`src/design/fldsh_pkg.sv`:
```
// Package for the four-lane DJB string hash: lane count, seed, byte mask,
// derived widths and the per-word step result type.
// No dependencies.
`default_nettype none

package fldsh_pkg;

    // Number of interleaved hash lanes (valid range 1 to 8)
    localparam int LANES = 4;

    // Width of the word slot counter, at least one bit
    localparam int SLOT_W = (LANES > 1) ? $clog2(LANES) : 1;

    // Lane positions visible on the two wide result ports
    localparam int PORT_LANES = 4;

    // Size of the zero-padded lane view used to fill the result ports
    localparam int PAD_LANES = (LANES > PORT_LANES) ? LANES : PORT_LANES;

    localparam logic [31:0] HASH_SEED = 32'd5381;
    localparam logic [7:0]  BYTE_MASK = 8'hff;

    // Result of hashing one word into one lane
    typedef struct packed {
        logic [31:0] hash;
        logic        found;
    } fldsh_step_t;

endpackage : fldsh_pkg

`default_nettype wire

```
`src/design/fldsh_lane_step.sv`:
```
// One word of the DJB update: clip the bytes at and after the terminator,
// then fold the four bytes into a lane hash. Uses fldsh_pkg.
`default_nettype none

module fldsh_lane_step (
    input  wire logic [31:0]         lane_in,
    input  wire logic [31:0]         text_word,
    input  wire logic                terminator_seen,
    output fldsh_pkg::fldsh_step_t   step
);
    import fldsh_pkg::*;

    logic [3:0]  byte_zero;
    logic [3:0]  byte_keep;
    logic [31:0] clipped;
    logic [31:0] h;

    // Find zero bytes and keep only those below the first one
    always_comb
    begin
        for (int i = 0; i < 4; i++)
        begin
            byte_zero[i] = (text_word[8*i +: 8] == 8'h00);
        end
        byte_keep[0] = !byte_zero[0];
        for (int i = 1; i < 4; i++)
        begin
            byte_keep[i] = byte_keep[i-1] && !byte_zero[i];
        end
        for (int i = 0; i < 4; i++)
        begin
            clipped[8*i +: 8] = (byte_keep[i] && !terminator_seen)
                                ? (text_word[8*i +: 8] & BYTE_MASK) : 8'h00;
        end
    end

    // Apply h = h*33 + byte, highest byte first
    always_comb
    begin
        h = lane_in;
        for (int i = 3; i >= 0; i--)
        begin
            h = h + {h[26:0], 5'b00000} + {24'h000000, clipped[8*i +: 8]};
        end
        step.hash  = h;
        step.found = !terminator_seen && (byte_zero != 4'b0000);
    end

endmodule : fldsh_lane_step

`default_nettype wire

```
`src/design/four_lane_djb_string_hash.sv`:
```
// Top level of the four-lane interleaved DJB string hash.
// Depends on fldsh_pkg and fldsh_lane_step.
`default_nettype none

// Takes one 32-bit string word per cycle when not stalled; word k updates
// lane k mod LANES. An accepted word is held in the input register, and
// its lane is updated in the same cycle it leaves that register. After the
// last word of the block that holds the terminator, the lanes and their XOR
// fold appear in the output register the next cycle and the lanes restart
// at 5381. The input side stalls only while a result-producing word waits
// on a full output register that is itself stalled.
module four_lane_djb_string_hash (
    input  wire logic        clk,
    input  wire logic        rst_n,
    input  wire logic        in_valid,
    output logic             in_stall,
    input  wire logic [31:0] text_word,
    output logic             out_valid,
    input  wire logic        out_stall,
    output logic [63:0]      lanes_low,
    output logic [63:0]      lanes_high,
    output logic [31:0]      folded_hash
);
    import fldsh_pkg::*;

    // Input register
    logic              in_valid_reg;
    logic [31:0]       word_reg;

    // Hash state
    logic [31:0]       lane_reg [LANES];
    logic [31:0]       lane_next [LANES];
    logic [SLOT_W-1:0] slot_reg;
    logic [SLOT_W-1:0] slot_next;
    logic              term_reg;
    logic              term_next;

    // Output register
    logic              out_valid_reg;
    logic [63:0]       low_reg;
    logic [63:0]       high_reg;
    logic [31:0]       fold_reg;
    logic [63:0]       low_next;
    logic [63:0]       high_next;
    logic [31:0]       fold_next;

    fldsh_step_t       step;
    logic              last_slot;
    logic              emit;
    logic              out_free;
    logic              fire;
    logic [31:0]       pad [PAD_LANES];

    fldsh_lane_step u_step (
        .lane_in         (lane_reg[slot_reg]),
        .text_word       (word_reg),
        .terminator_seen (term_reg),
        .step            (step)
    );

    // Decide whether the held item can advance this cycle
    always_comb
    begin
        last_slot = (slot_reg == SLOT_W'(LANES - 1));
        emit      = last_slot && (term_reg || step.found);
        out_free  = !out_valid_reg || !out_stall;
        fire      = in_valid_reg && (!emit || out_free);
        in_stall  = in_valid_reg && !fire;
    end

    // Next lane state, slot and terminator flag
    always_comb
    begin
        for (int i = 0; i < LANES; i++)
        begin
            lane_next[i] = lane_reg[i];
        end
        lane_next[slot_reg] = step.hash;
        slot_next = last_slot ? '0 : slot_reg + SLOT_W'(1);
        term_next = term_reg || step.found;
    end

    // Build the result from the updated lanes
    always_comb
    begin
        for (int i = 0; i < PAD_LANES; i++)
        begin
            pad[i] = 32'h0;
        end
        fold_next = 32'h0;
        for (int i = 0; i < LANES; i++)
        begin
            pad[i]    = lane_next[i];
            fold_next = fold_next ^ lane_next[i];
        end
        low_next  = {pad[1], pad[0]};
        high_next = {pad[3], pad[2]};
    end

    // Load the input register
    always_ff @(posedge clk or negedge rst_n)
    begin
        if (!rst_n)
        begin
            in_valid_reg <= 1'b0;
        end
        else if (!in_stall)
        begin
            in_valid_reg <= in_valid;
        end
    end

    always_ff @(posedge clk)
    begin
        if (!in_stall && in_valid)
        begin
            word_reg <= text_word;
        end
    end

    // Advance the hash state; restart it after a result
    always_ff @(posedge clk or negedge rst_n)
    begin
        if (!rst_n)
        begin
            for (int i = 0; i < LANES; i++)
            begin
                lane_reg[i] <= HASH_SEED;
            end
            slot_reg <= '0;
            term_reg <= 1'b0;
        end
        else if (fire)
        begin
            if (emit)
            begin
                for (int i = 0; i < LANES; i++)
                begin
                    lane_reg[i] <= HASH_SEED;
                end
                slot_reg <= '0;
                term_reg <= 1'b0;
            end
            else
            begin
                for (int i = 0; i < LANES; i++)
                begin
                    lane_reg[i] <= lane_next[i];
                end
                slot_reg <= slot_next;
                term_reg <= last_slot ? term_reg : term_next;
            end
        end
    end

    // Hold the result until it is taken
    always_ff @(posedge clk or negedge rst_n)
    begin
        if (!rst_n)
        begin
            out_valid_reg <= 1'b0;
        end
        else if (fire && emit)
        begin
            out_valid_reg <= 1'b1;
        end
        else if (!out_stall)
        begin
            out_valid_reg <= 1'b0;
        end
    end

    always_ff @(posedge clk)
    begin
        if (fire && emit)
        begin
            low_reg  <= low_next;
            high_reg <= high_next;
            fold_reg <= fold_next;
        end
    end

    assign out_valid   = out_valid_reg;
    assign lanes_low   = low_reg;
    assign lanes_high  = high_reg;
    assign folded_hash = fold_reg;

endmodule : four_lane_djb_string_hash

`default_nettype wire

```
`config.mk`:
```
export PLATFORM = sky130hd
export DESIGN_NAME = four_lane_djb_string_hash
export DESIGN_NICKNAME = d
export VERILOG_FILES = /design/src/design/fldsh_pkg.sv /design/src/design/fldsh_lane_step.sv /design/src/design/four_lane_djb_string_hash.sv
export SDC_FILE = /design/constraint.sdc
export NUM_CORES = 1
export LEC_CHECK = 0
export ABC_AREA = 1
export BUFFER_PORTS_ARGS = -buffer_cell sky130_fd_sc_hd__buf_2
export CAP_MARGIN = 20
export CORE_AREA = 2 2 217 219
export DETAILED_ROUTE_END_ITERATION = 10
export DIE_AREA = 0 0 219 221
export PLACE_DENSITY = 0.68
export SKIP_CTS_REPAIR_TIMING = 1
export SYNTH_ARGS = -nofsm -noshare
export SYNTH_HDL_FRONTEND = slang
export SYNTH_SLANG_ARGS = --single-unit
export TNS_END_PERCENT = 10
```
`constraint.sdc`:
```
create_clock -name clk -period 11.5 [get_ports clk]
set_input_delay 2.3 -clock clk [delete_from_list [all_inputs] [get_ports clk]]
set_output_delay 2.3 -clock clk [all_outputs]
set_load 0.02 [all_outputs]
```
Word level (Yosys, flattened, before mapping)
Cells that the tools add are included.

word-level totals
  input port bits = 36
  output and inout port bits = 162
  register bits = 325

operators by class
  reduce and logical (&&, ||, !) cells = 33
  $lt $le $gt $ge = 2
  equality and inequality tests = 3
  add/subtract/negate cells = 9
  bitwise logic cells = 4
  muxes and demuxes = 17

operator list
  cell                                                                           count
  32-bit adder                                                                   4
  32-bit by 8-bit adder with 32-bit output                                       4
  128-bit bitwise mux                                                            1
  128-bit 2-to-1 mux                                                             1
  32-bit 2-to-1 mux                                                              3
  32-bit bitwise XOR                                                             3
  32-bit binary-select mux with 2-bit select                                     1
  32-bit demux with 2-bit select                                                 1
  8-bit logical NOT                                                              4
  8-bit 2-to-1 mux                                                               4
  1-bit logical AND                                                              14
  1-bit logical NOT                                                              10
  1-bit 2-to-1 mux                                                               4
  2-bit 2-to-1 mux                                                               2
  2-bit by 1-bit inequality test with 1-bit output (second input constant)       2
  4-bit nonzero test                                                             1
  3-bit greater-or-equal comparator (second input constant)                      1
  1-bit logical OR                                                               3
  3-bit by 1-bit less-than comparator with 1-bit output (second input constant)  1
  2-bit NOT with 3-bit output                                                    1
  2-bit by 1-bit adder with 2-bit output (second input constant)                 1
  2-bit equality test (second input constant)                                    1
  2-bit AND reduction                                                            1

Longest topological paths before layout
Gate-level depths: netlist (run 1).

  depth after elaboration = 18
  depth in mapped cells = 61
  depth with buffers taken out = 61

By module
From an unflattened synthesis (run 1), not the netlist that was laid out.

second synthesis, totals
  cells, all modules = 3333
  area total of the unflattened synthesis = 24352.1 um^2

by module, submodules not included
  module                     cells an instance  area an instance (um^2)  times used
  four_lane_djb_string_hash  2154               16365.7                  1
  fldsh_lane_step            1179               7986.4                   1

Least setup slack after synthesis (run 1)
Ideal clock, no wire load.

  kind = reg-to-reg
  from = register word_reg[6]
  to = register fold_reg[31] (netlist: folded_hash[31]) (data pin)
  setup time = 0.253 ns
  data required time = 11.247 ns
  stages on the path, launching flop included = 56
  arrival time = 8.631 ns
  slack = 2.616 ns
  buffers on the path = 0
  period minus slack after synthesis = 8.884 ns
  cell sequence = edfxtp_1 > inv_1 > nand4_1 > o21ai_2 > a21oi_1 > nand2_1 > inv_2 > o21ai_2 > nor2_1 > ha_1 > ha_1 > fa_1 > nand2_1 > inv_1 > nand2_1 > nand3_1 > xor2_1 > inv_1 > [20 not listed] > ha_1 > ha_1 > a21oi_1 > inv_1 > a21oi_1 > nor4_1 > nor4_1 > a21boi_2 > xor2_1 > inv_1 > nand3_2 > nand3_1 > nand2_2 > nand2_2 > nand2_2 > inv_1 > nand2_1 > nand2_1

RTL lines
  item                      line                              text
  start: declaration        four_lane_djb_string_hash.sv:28   logic [31:0] word_reg;
  start signal: assignment  four_lane_djb_string_hash.sv:117  word_reg <= text_word;
  end signal: assignment    four_lane_djb_string_hash.sv:179  fold_reg <= fold_next;
  end: declaration          four_lane_djb_string_hash.sv:42   logic [31:0] fold_reg;

==> results of run 1 <==
[through the flow]
| stage | setup WS (ns) | hold WS, ns |
|---|---|---|
| floorplan | 2.616 | 0.4596 |
| global placement | 1.130 | 0.4687 |
| detailed placement | 1.051 | 0.4787 |
| CTS | 0.9813 | 0.4866 |
| global route | -0.004284 | 0.5090 |
| finish | 1.012 | 0.4871 |
[layer usage]
metal	part of all wire (%)	wire [um]
met4	2.7	1663
met2	47	29400
met3	6.9	4316
met5	0	0
met1	44	27250
[cell usage after synthesis (all sizes together)]
| library cell | count |
|---|---|
| o31ai | 6 |
| ha | 220 |
| a22oi | 1 |
| a21oi | 160 |
| o221ai | 1 |
| nand3b | 5 |
| o211a | 1 |
| o2111ai | 1 |
| nand2 | 578 |
| nor3 | 10 |
| a21o | 12 |
| dfstp | 20 |
| xnor2 | 85 |
| o22ai | 51 |
| o21bai | 7 |
| a22o | 22 |
| nor4 | 7 |
| buf | 19 |
| o22a | 4 |
| o211ai | 4 |
| a32oi | 2 |
| a31oi | 20 |
| nor2 | 176 |
| a21boi | 7 |
| o21ai | 264 |
| inv | 346 |
| xor2 | 111 |
| o21a | 19 |
| edfxtp | 192 |
| clkinv | 1 |
| o311ai | 1 |
| a211oi | 2 |
| clkbuf | 59 |
| dfrtp | 113 |
| nand3 | 96 |
| fa | 16 |
| a31o | 1 |
| nand4 | 15 |
[worst min-delay path by stage]
| stage | slack [ns] | cells past startpoint | endpoint |
|---|---|---|---|
| after global routing | 0.51 | 2 | lane_reg[104] |
| after detailed placement | 0.48 | 2 | lane_reg[40] |
| after global placement | 0.47 | 2 | lane_reg[104] |
| after CTS | 0.49 | 2 | lane_reg[40] |
| final | 0.49 | 2 | lane_reg[40] |
| after floorplan | 0.46 | 2 | lane_reg[8] |
[layout make-up]
class / instances / share of cell area (%)
repair buffers: 230 / 4.975
well taps: 607 / 2.960
inverters: 347 / 5.097
clock buffers: 48 / 3.726
flip-flops and latches: 325 / 35.54
multi-input cells: 1905 / 46.59
clock inverters: 17 / 1.112
[critical path: cells and delay by family (launching register included)]
family                   cells  cell delay, ns
adder cells (fa/ha/maj)      8            2.92
AO/OA/AOI/OAI               13            2.86
AND/OR/NAND/NOR             21            2.49
XOR/XNOR                     5            1.25
flip-flops                   1            0.37
buffers and inverters        5            0.34
[cell families (layout without fill, tap and decap cells)]
kind of cell,after synthesis,count (layout),synth area share (%)
adders and majority gates,236,236,13.54
buffers and inverters,425,642,7.283
DFF,325,325,40.18
and+or+nand+nor,887,887,15.97
xor gates and xnor gates,196,196,7.630
AOI/OAI and AO/OA,586,586,15.40
==> impl_metrics.csv, run 1 <==
group,metric,value,unit
critical_path,critPathCapture,"folded_hash[31]",
finish,final_cell_mix,"551 x nand2_1, 336 x inv_1, 220 x o21ai_0",
critical_path,worstSetupPathType,"register to register",
global_route,track_usage,25.86,%
synthesis,synth_cell_types,57,
finish,fin_nets,3117,
detailed_routing,routed_via_density,5.521,
detailed_routing,routed-via-count,19208,
global_route,grt_pass1_wl,99880,um
finish,fillCellCount,4183,
cts,cts.sinks,325,
placed_design,place.gp.congestion,0.9594,
floorplan,fp.dieH,221,um
worst_hold_path,hold_path_startpoint,"lane_reg[40]",
critical_path,crit_path_max_incr_delay,0.50,ns
cts,clk_pin_slew,0.06,ns
critical_path,worst_setup_path_start_kind,"register",
timing,period_minus_slack,10.49,ns
critical_path,worstSetupEndpointType,"register",
detailed_routing,drc,0,
outcome,status,"finished, final reports clean",
global_route,grt_overflow,0,
global_route,grt_pass1_vias,18613,
detailed_routing,ant_nets,0,
finish,stdcell_area,0.02565,mm^2
critical_path,r2r-start,"word_reg[7]",
synthesis,yosysTopAreaCellShare,25.40,%
cts,clkLatencyLatePin,0.55,ns
detailed_routing,wl_per_cell,18.00,um
critical_path,worst_ep_arrival_time,10.78,ns
global_route,top_usage_layer,"met2",
timing,finalSetupViolations,0,
finish,seq_area,0.009119,mm^2
floorplan,core-area,0.04606,mm^2
timing,clock_skew,0.02841,ns
cts,cts_root_buffer,"clkbuf_16",
placed_design,place_inst,3412,
synthesis,syn_inst,2655,
floorplan,dieWidth,219,um
global_route,grt_max_degree,85,
global_route,grtUsageMet1,35.73,%
critical_path,reg2reg_depth,52,
timing,fin_crit_sh,91.20,%
flow_run,maxCapViolCount,0,
critical_path,crit_fanout,9,
synthesis,synth_area,0.02270,mm^2
detailed_routing,drtIter0Drc,1588,
synthesis,synth_top_cell_by_area,"edfxtp_1",
floorplan,initial_core_util,49.27,%
cts,htreeDepth,2,
placed_design,port_buffers,197,
global_route,grt_antenna_before_repair,1,
placed_design,hpwl,47880,um
critical_path,r2r-end,"folded_hash[31]",
cts,clk_path_buf_depth,3,
synthesis,yosys_warnings,0,
synthesis,synth_area_leaders,"edfxtp_1 25%, dfrtp_1 12%, ha_1 12%",
finish,final_cells,3479,
worst_hold_path,hp-class,"register to register",
detailed_routing,first_pass_iters,6,
global_route,grt.met2_usage,42.13,%
critical_path,worst_setup_path_startpoint,"word_reg[7]",
synthesis,ys_seq_area_share,40.18,%
timing,fin_setup_tns,0,ns
cts,numCtsBuffers,36,
synthesis,ys_seq_elements,325,
finish,drive_gt1_share,13.68,%
synthesis,syn_area_per_cell,8.548,um^2
synthesis,synth_fp_nets,2927,
floorplan,dieArea,0.04840,mm^2
timing,timing.fmax,0.09535,GHz
timing,drv_slew,0,
finish,fin_util,55.70,%
timing,finalHoldViolCount,0,
cts,cts_tree,"done",
detailed_routing,wirelength,62630,um
finish,largest_reg_flops,128,
critical_path,cp_slowest_cell,"fa_1",
timing,relSlewSlack,28.93,%
floorplan,rows,79,
critical_path,required,11.79,ns
finish,area_growth,13.04,%
placed_design,place_area,0.02434,mm^2
floorplan,io_pins,198,
global_route,grt_util_met3,3.271,%
finish,diodes,0,
timing,worst_slew_pin_slew,1.065,ns
critical_path,r2r_setup_slack,1.01,ns
finish,multiInputGateArea,0.01195,mm^2
finish,final_common_cell,"nand2_1",
Power of run 1 is not shown: default switching activity piles up to over one toggle a cycle in this logic, so the estimate is an artifact.
==> run 2, diff against run 1 <==
- RECOVER_POWER: unset -> 50
==> impl_metrics.csv, run 2 (synthesis results as in run 1) <==
group,metric,value,unit
critical_path,crit_path_max_incr_delay,0.50,ns
timing,finalHoldViolCount,0,
detailed_routing,wirelength,62690,um
global_route,grt_antenna_before_repair,1,
detailed_routing,routed-via-count,19189,
critical_path,required,11.79,ns
outcome,violations,"capacitance limit, slew limit",
critical_path,worstSetupPathType,"register to register",
detailed_routing,drc,0,
worst_hold_path,hp-class,"register to register",
placed_design,place_ws,1.051,ns
floorplan,dieArea,0.04840,mm^2
flow_run,maxCapViolCount,2,
detailed_routing,wl_per_cell,18.02,um
placed_design,place_inst,3412,
detailed_routing,routed_via_density,5.516,
critical_path,worst_setup_path_start_kind,"register",
critical_path,crit_fanout,9,
finish,final_cell_mix,"551 x nand2_1, 336 x inv_1, 220 x o21ai_0",
floorplan,rows,79,
floorplan,core-area,0.04606,mm^2
global_route,grt_max_degree,85,
timing,fin_crit_sh,91.29,%
timing,finalSetupViolations,0,
detailed_routing,ant_nets,0,
detailed_routing,first_pass_iters,6,
timing,period_minus_slack,10.50,ns
finish,largest_reg_flops,128,
finish,fin_nets,3117,
cts,clkLatencyLatePin,0.55,ns
cts,clk_pin_slew,0.06,ns
global_route,track_usage,25.86,%
timing,clock_skew,0.02709,ns
finish,diodes,0,
detailed_routing,drtIter0Drc,1538,
finish,area_growth,11.89,%
floorplan,initial_core_util,49.27,%
timing,worst_slew_pin_slew,3.948,ns
finish,drive_gt1_share,7.904,%
cts,cts_tree,"done",
finish,final_common_cell,"nand2_1",
timing,relSlewSlack,-163.2,%
global_route,grt_pass1_vias,18613,
floorplan,io_pins,198,
critical_path,worst_ep_arrival_time,10.79,ns
placed_design,port_buffers,197,
finish,final_cells,3479,
cts,numCtsBuffers,36,
timing,drv_slew,129,
outcome,status,"complete, but fails checks",
placed_design,hpwl,47880,um
cts,htreeDepth,2,
global_route,grt_pass1_wl,99880,um
critical_path,cp_slowest_cell,"fa_1",
floorplan,fp.dieH,221,um
cts,clk_path_buf_depth,3,
placed_design,place.gp.congestion,0.9594,
cts,cts.sinks,325,
timing,setup_ws,1.002,ns
critical_path,worstSetupEndpointType,"register",
floorplan,dieWidth,219,um
cts,cts_root_buffer,"clkbuf_16",
timing,timing.fmax,0.09525,GHz
global_route,grt_overflow,0,
-- run 2: path summary, 6_finish.rpt --
check,startpoint,endpoint,slack (ns),depth (start not counted)
max in group asynchronous,rst_n,lane_reg[127],3.30,3
hold / removal,lane_reg[40],lane_reg[40],0.49,2
min in group asynchronous,rst_n,lane_reg[15],2.83,1
setup reg to reg,word_reg[7],folded_hash[31],1.00,52
setup / recovery,word_reg[7],folded_hash[31],1.00,52
hold reg to reg,lane_reg[40],lane_reg[40],0.49,2
-- run 2: critical path: cells and delay by family, from the launching register on --
family          cells  cell delay (ns)
fa+ha+maj           8             2.92
compound gates     13             2.86
simple gates       21             2.50
xor+xnor            5             1.25
flops               1             0.37
buf+inv             5             0.33
-- run 2: final cells by class --
type | instances | area [um^2]
fill | 4266 | 20670
multi-input combinational | 1905 | 11950
sequential | 325 | 9119
inverter | 347 | 1308
timing repair buffer | 230 | 1016
clock buffer | 48 | 955.9
tap | 607 | 759.5
clock inverter | 17 | 285.3
-- run 2: metal layers --
layer / part of all wire [%] / vias to the layer above / global-route usage [%] / wire length, um
met5: 0 / - / 0 / 0
met1: 43 / 9041 / 35.73 / 27160
met2: 47 / 698 / 42.13 / 29340
met4: 2.8 / 0 / 8.391 / 1763
li1: - / 9321 / - / -
met3: 7.1 / 129 / 3.271 / 4431
-- run 2: stage by stage --
stage / setup TNS, ns / hold slack, ns / area, um^2 / utilization [%]
after floorplan: 0 / 0.4596 / 22700 / -
after global placement: 0 / 0.4687 / 24340 / 52.85
after detailed placement: 0 / 0.4787 / 24340 / 52.85
after CTS: 0 / 0.4866 / 25580 / 55.54
after global routing: -0.004200 / 0.5090 / 25390 / 55.13
final: 0 / 0.4943 / 25390 / 55.13
Power of run 2 is left out for the same reason.
